## config.mk

```make
export PLATFORM = sky130hd
export DESIGN_NAME = tlgs_ctrl
export DESIGN_NICKNAME = d
export VERILOG_FILES = /design/src/hw/rtl/tlgs_pkg.sv /design/src/hw/rtl/tlgs_ctrl.sv
export SDC_FILE = /design/constraint.sdc
export NUM_CORES = 1
export LEC_CHECK = 0
export ABC_CLOCK_PERIOD_IN_PS = 1900
export BUFFER_PORTS_ARGS = -buffer_cell sky130_fd_sc_hd__clkbuf_2
export CAP_MARGIN = 20
export CELL_PAD_IN_SITES_DETAIL_PLACEMENT = 0
export CELL_PAD_IN_SITES_GLOBAL_PLACEMENT = 1
export CORE_MARGIN = 3
export CORE_UTILIZATION = 28
export DETAILED_ROUTE_END_ITERATION = 6
export GPL_TIMING_DRIVEN = 0
export PLACE_DENSITY = 0.86
export SLEW_MARGIN = 20
export SYNTH_ARGS = -nofsm -noshare
export SYNTH_HDL_FRONTEND = slang
export SYNTH_SLANG_ARGS = --single-unit
```

## constraint.sdc

```tcl
create_clock -name clock -period 1.9 [get_ports clock]
set_input_delay 0 -clock clock [delete_from_list [all_inputs] [get_ports clock]]
set_output_delay 0 -clock clock [all_outputs]
set_load 0.03 [all_outputs]
```

## src/hw/rtl/tlgs_pkg.sv

```systemverilog
`default_nettype none
// ----------------------------------------------------------------------------
// tlgs_pkg: shared types and constants of the toroidal life grid stepper
// Item kinds, datapath command and status bundles, and the B3/S23 rule counts.
// ----------------------------------------------------------------------------
package tlgs_pkg;

   localparam int KIND_W   = 2;
   localparam int COORD_W  = 6;
   localparam int CSR_W    = 7;
   localparam int CSR_IDX_W = 1;

   // Neighbor counts of the B3/S23 rule.
   localparam logic [3:0] SURVIVE_COUNT = 4'd2;
   localparam logic [3:0] BIRTH_COUNT   = 4'd3;

   typedef enum logic [KIND_W-1:0] {
      KIND_WRITE = 2'd0,
      KIND_READ  = 2'd1,
      KIND_STEP  = 2'd2
   } kind_type;

   typedef enum logic [CSR_IDX_W-1:0] {
      CSR_ROWS = 1'd0,
      CSR_COLS = 1'd1
   } csr_index_type;

   typedef enum logic [2:0] {
      RD_REQ   = 3'd0,
      RD_LAST  = 3'd1,
      RD_ZERO  = 3'd2,
      RD_NEXT1 = 3'd3,
      RD_NEXT2 = 3'd4
   } rd_sel_type;

   typedef enum logic [1:0] {
      WR_CLEAR = 2'd0,
      WR_ROW   = 2'd1,
      WR_CELL  = 2'd2
   } wr_sel_type;

   typedef struct packed {
      logic       capture;
      logic       cnt_clear;
      logic       cnt_inc;
      logic       rd_en;
      rd_sel_type rd_sel;
      logic       wr_en;
      wr_sel_type wr_sel;
      logic       load_above;
      logic       load_cur;
      logic       shift_row;
      logic       load_rsp;
   } dp_cmd_type;

   typedef struct packed {
      logic [KIND_W-1:0] new_kind;
      logic              new_inb;
      logic [KIND_W-1:0] held_kind;
      logic              held_inb;
      logic              last_row;
      logic              clear_last;
      logic              rsp_free;
   } dp_status_type;

endpackage
`default_nettype wire

```

## src/hw/rtl/tlgs_ctrl.sv

```systemverilog
`default_nettype none
// ----------------------------------------------------------------------------
// tlgs_ctrl: sequencer of the grid stepper
// Runs the clearing pass, cell accesses and the row-by-row generation step.
// ----------------------------------------------------------------------------
module tlgs_ctrl import tlgs_pkg::*; (
   input  wire logic          clock,
   input  wire logic          reset,
   input  wire logic          req_valid,
   output logic               req_ready,
   input  wire dp_status_type sts,
   output dp_cmd_type         cmd
);

   typedef enum logic [5:0] {
      ST_CLEAR      = 6'b000001,
      ST_IDLE       = 6'b000010,
      ST_LOAD_ABOVE = 6'b000100,
      ST_LOAD_CUR   = 6'b001000,
      ST_RUN        = 6'b010000,
      ST_FINISH     = 6'b100000
   } state_type;

   state_type state_ff;
   state_type state_in;

   assign req_ready = (state_ff == ST_IDLE);

   always_comb begin
      cmd      = '0;
      cmd.rd_sel = RD_REQ;
      cmd.wr_sel = WR_CLEAR;
      state_in = state_ff;
      unique case (state_ff)
         ST_CLEAR: begin
            cmd.wr_en   = 1'b1;
            cmd.wr_sel  = WR_CLEAR;
            cmd.cnt_inc = 1'b1;
            if (sts.clear_last) begin
               state_in = ST_IDLE;
            end
         end
         ST_IDLE: begin
            if (req_valid) begin
               cmd.capture   = 1'b1;
               cmd.cnt_clear = 1'b1;
               priority if (sts.new_kind == KIND_STEP) begin
                  cmd.rd_en  = 1'b1;
                  cmd.rd_sel = RD_LAST;
                  state_in   = ST_LOAD_ABOVE;
               end else if ((sts.new_kind == KIND_WRITE || sts.new_kind == KIND_READ)
                            && sts.new_inb) begin
                  cmd.rd_en  = 1'b1;
                  cmd.rd_sel = RD_REQ;
                  state_in   = ST_FINISH;
               end else begin
                  state_in = ST_FINISH;
               end
            end
         end
         ST_LOAD_ABOVE: begin
            cmd.load_above = 1'b1;
            cmd.rd_en      = 1'b1;
            cmd.rd_sel     = RD_ZERO;
            state_in       = ST_LOAD_CUR;
         end
         ST_LOAD_CUR: begin
            cmd.load_cur = 1'b1;
            cmd.rd_en    = 1'b1;
            cmd.rd_sel   = RD_NEXT1;
            state_in     = ST_RUN;
         end
         ST_RUN: begin
            cmd.shift_row = 1'b1;
            cmd.wr_en     = 1'b1;
            cmd.wr_sel    = WR_ROW;
            cmd.rd_en     = 1'b1;
            cmd.rd_sel    = RD_NEXT2;
            if (sts.last_row) begin
               state_in = ST_FINISH;
            end else begin
               cmd.cnt_inc = 1'b1;
            end
         end
         ST_FINISH: begin
            if (sts.rsp_free) begin
               cmd.load_rsp = 1'b1;
               if (sts.held_kind == KIND_WRITE && sts.held_inb) begin
                  cmd.wr_en  = 1'b1;
                  cmd.wr_sel = WR_CELL;
               end
               state_in = ST_IDLE;
            end
         end
         default: begin
            state_in = ST_IDLE;
         end
      endcase
   end

   always_ff @(posedge clock) begin
      if (reset) begin
         state_ff <= ST_CLEAR;
      end else begin
         state_ff <= state_in;
      end
   end

endmodule
`default_nettype wire

```

# Word level (Yosys, flattened, before mapping)
# Index checks and enable logic that the tools add are counted.
[classes]
mux = 22
magnitude_cmp = 0
eq_ne = 12
multipliers = 0
n_bitwise = 0
n_addsub = 0
n_shift = 0
n_div = 0
reduce_logical = 6
[op_table]
columns = ["op", "n"]
rows = [
  ["$pmux 6 s6", 1],
  ["$mux 6", 5],
  ["$pmux 4 s4", 1],
  ["$mux 4", 3],
  ["$pmux 3 s3", 1],
  ["$ne 2x2->1 const B", 4],
  ["$eq 6x1->1 const B", 1],
  ["$eq 6x2->1 const B", 1],
  ["$eq 6x3->1 const B", 1],
  ["$eq 6x4->1 const B", 1],
  ["$eq 6x5->1 const B", 1],
  ["$eq 6x6->1 const B", 1],
  ["$mux 1", 6],
  ["$mux 3", 2],
  ["$logic_not 2->1", 2],
  ["$mux 2", 2],
  ["$reduce_and 4->1", 1],
  ["$eq 2x1->1 const B", 1],
  ["$eq 2x2->1 const B", 1],
  ["$logic_and 1x1->1", 2],
  ["$pmux 1 s2", 1],
  ["$logic_or 1x1->1", 1],
]
[totals]
ramBits = 0
output_inout_bits = 15
latch_bits = 0
in_bits = 12
register_bits = 6
romBits = 0
elab_cells = 41
memories = 0

# Longest topological paths before layout
[depth]
ltp_word = 7
depth_mapped = 6

# Worst setup path after synthesis
# No wires, ideal clock.
[synth_timing]
path_kind = "flip-flop to output port"
startpoint = "reg state_ff[4]"
endpoint = "out cmd[10] in the netlist's numbering"
slack_ns = -0.049
n_path_buf = 0
arrival_time_ns = 1.949
stages_incl_launch_ff = 5
cell_sequence = "dfxtp_1 -> or3_1 -> nor3_1 -> nor2_1 -> o21ai_0"
[synth_rtl]
columns = ["item", "line_no", "rtl"]
rows = [
  ["from (decl)", "tlgs_ctrl.sv:24", "state_type state_ff;"],
  ["from (signal assigned)", "tlgs_ctrl.sv:105", "state_ff <= state_in;"],
  ["to (decl)", "tlgs_ctrl.sv:12", "output dp_cmd_type cmd"],
]

==> metrics.csv <==
metric,value,unit
drt-vias-per-instance,4.990,
largest_reg_flops,6,
slew_viol_final,0,
whs,0.02594,ns
start_util,30.52,%
clock_power_share,29.9,%
post_cts_buffers,0,
slew-limit-headroom,65.10,%
drc_errors,0,
first_global_vias,408,
path_cells,nor4_1 -> and2_1 -> and3_1 -> clkbuf_2,
grt_overflow_total,0,
rsz0062_at_grt,no,
switchingPower,0.1346,mW
hold_path_class,primary input to flop,
share_comb_of_total_power,32.0,%
first_iter_violations,8,
io_pins,27,
yosysWarnings,0,
path_clk_slew,0.04,ns
synth-edff-count,0,
critPathLaunchType,flop,
ys_ff_latch,6,
sequentialPowerShare,38.0,%
hpwl,921.6,um
route.met2.wl,442,um
worstSetupEndpointType,primary output,
synth_ff_type,dfxtp_1,
globalplace.congestion,0.7117,
synth_top_cell_area_share,25.53,%
yosysMostFrequentCell,dfxtp_1,
cellLeakagePower,0.3488,nW
setup_viol,0,
n_antenna_cell,0,
worst-setup-path-type,flop to primary output,
cp_slowest_cell,nor4_1,
wl_met1,564,um
area_growth,39.89,%
internal-power,0.2525,mW
top_layer,met4,
io_buffers,26,
irDropWorstVdd,0.2307,mV
critPathBufInv,1,
status,finished clean,
holdCritStartpoint,reset,
drive_gt1_share,47.19,%
tightestPinTransition,0.5187,ns
finalHoldViolCount,0,
synth_area,470.5,um2
cp_slowest_stage_delay,0.53,ns
cts_root_buffer,clkbuf_4,
cp.required,1.90,ns
layout.nets,103,
worst_slack,0.1784,ns
post_drt_wl_per_cell,10.93,um
cts_made_buffers,3,
die_x,46.99,um
syn-instance-count,59,
grt_start_max_net_pins,9,
ant_nets,0,
critPathLaunch,state_ff[1],
grt_first_pass_wirelength,1.656,mm
clk_path_buf_depth,2,
fp.coreArea,0.001541,mm2
htree_num_levels,1,
vias,524,
antenna_found_initial,0,
wl_met3,118,um
tns,0,ns
crit_fanout,7,
tritoncts,yes,
max_freq,580.9,MHz
clock-sinks,6,
synth_nets,71,
finClkSkew,0.002605,ns
reg.largest.list,state_ff (6),
async_flop_share,0,%
min_period,1.722,ns
nFillCells,161,
yosysSeqAreaShare,25.53,%
rows,14,
syn_avg_cell_area,7.974,um2
first_pass_iters,4,
fin_crit_sh,90.61,%
synth_largest_area_cell,dfxtp_1,
ys_types,33,
synthTopCellsByArea,"dfxtp_1 (26%), o21ai_0 (5.3%), nor3b_1 (4.8%)",
synthTopCellsByCount,"dfxtp_1 (6), nor2_1 (5), o21ai_0 (5), inv_1 (4), nand2_1 (4)",
die_h,46.99,um
r2r-start,state_ff[1],
critical_path_arrival,1.72,ns
finish.utilization,42.69,%
drv_cap,0,
cp_top_family,simple AND/OR/NAND/NOR gates,
dieArea,0.002208,mm2
largest_register,state_ff,
pre_cts_ws,0.3962,ns
powerDensity,588.3,mW/mm2
clock_latency,0.24,ns
p_sw_share,34.78,%
routed_wirelength,1.148,mm
grtUsageTotal,11.09,%
final timing paths:
path                                    end  depth (start not counted)  slack [ns]
worst max-delay path                 cmd[5]                          4        0.18
worst min-delay path            state_ff[4]                          2        0.03
worst max register to register  state_ff[1]                          4        0.37
worst min register to register  state_ff[5]                          2        0.57
final cells by class:
cell class / instances / area [um2] / area share (%)
Buffer: 2 / 15.01 / 2.281
Clock buffer: 3 / 22.52 / 3.422
Inverter: 6 / 25.02 / 3.802
Multi-Input combinational cell: 45 / 315.3 / 47.91
Sequential cell: 6 / 120.1 / 18.25
Tap cell: 16 / 20.02 / 3.042
Timing Repair Buffer: 27 / 140.1 / 21.29
per-stage QoR:
stage	total power, mW	area, um2	cells
4_1_cts	0.3948	658.1	105
3_3_place_gp	0.2707	625.6	101
5_1_grt	0.4084	658.1	105
6_report	0.3871	658.1	105
2_1_floorplan	0.2329	475.5	59
3_5_place_dp	0.2723	625.6	101
logic make-up after synthesis:
logic type,share of synthesized area (%)
mux,2.128
flops,25.53
buf+inv,8.509
compound gates,16.49
xor+xnor,1.862
simple gates,45.48
routing by layer:
layer	GRT usage [%]	vias to the layer above
met1	15.49	221
met3	1.149	2
met2	14.63	27
met5	0	-
li1	-	274
met4	9.945	0
power groups by stage:
stage	logic, mW	registers, mW	clock network (mW)
floorplan	0.0860	0.147	0
global placement	0.121	0.150	0
detailed placement	0.123	0.149	0
CTS	0.125	0.147	0.122
global route	0.135	0.149	0.124
finish	0.124	0.147	0.116
worst reg2reg max path: stages, from the launching register on:
cell and delay [ns]:
dfxtp_1 0.38, nor4_1 0.53, o21ai_1 0.19, o221ai_2 0.15
o32ai_1 0.15
repair_timing:
item                       4_1_cts  5_1_grt
setup endpoints to repair        0        0
gates resized for setup          0        0
hold endpoints to repair         1        0
hold buffers                     1        0
layout by cell type (no fill, tap or decap), drive strengths merged, types with 3 or more instances in the layout:
cell type	count
nand2	4
dfxtp	6
nor3b	3
inv	6
nor3	3
o21ai	6
nand3	3
nor2	6
clkbuf	29
Power figures use the tool's default switching activity.
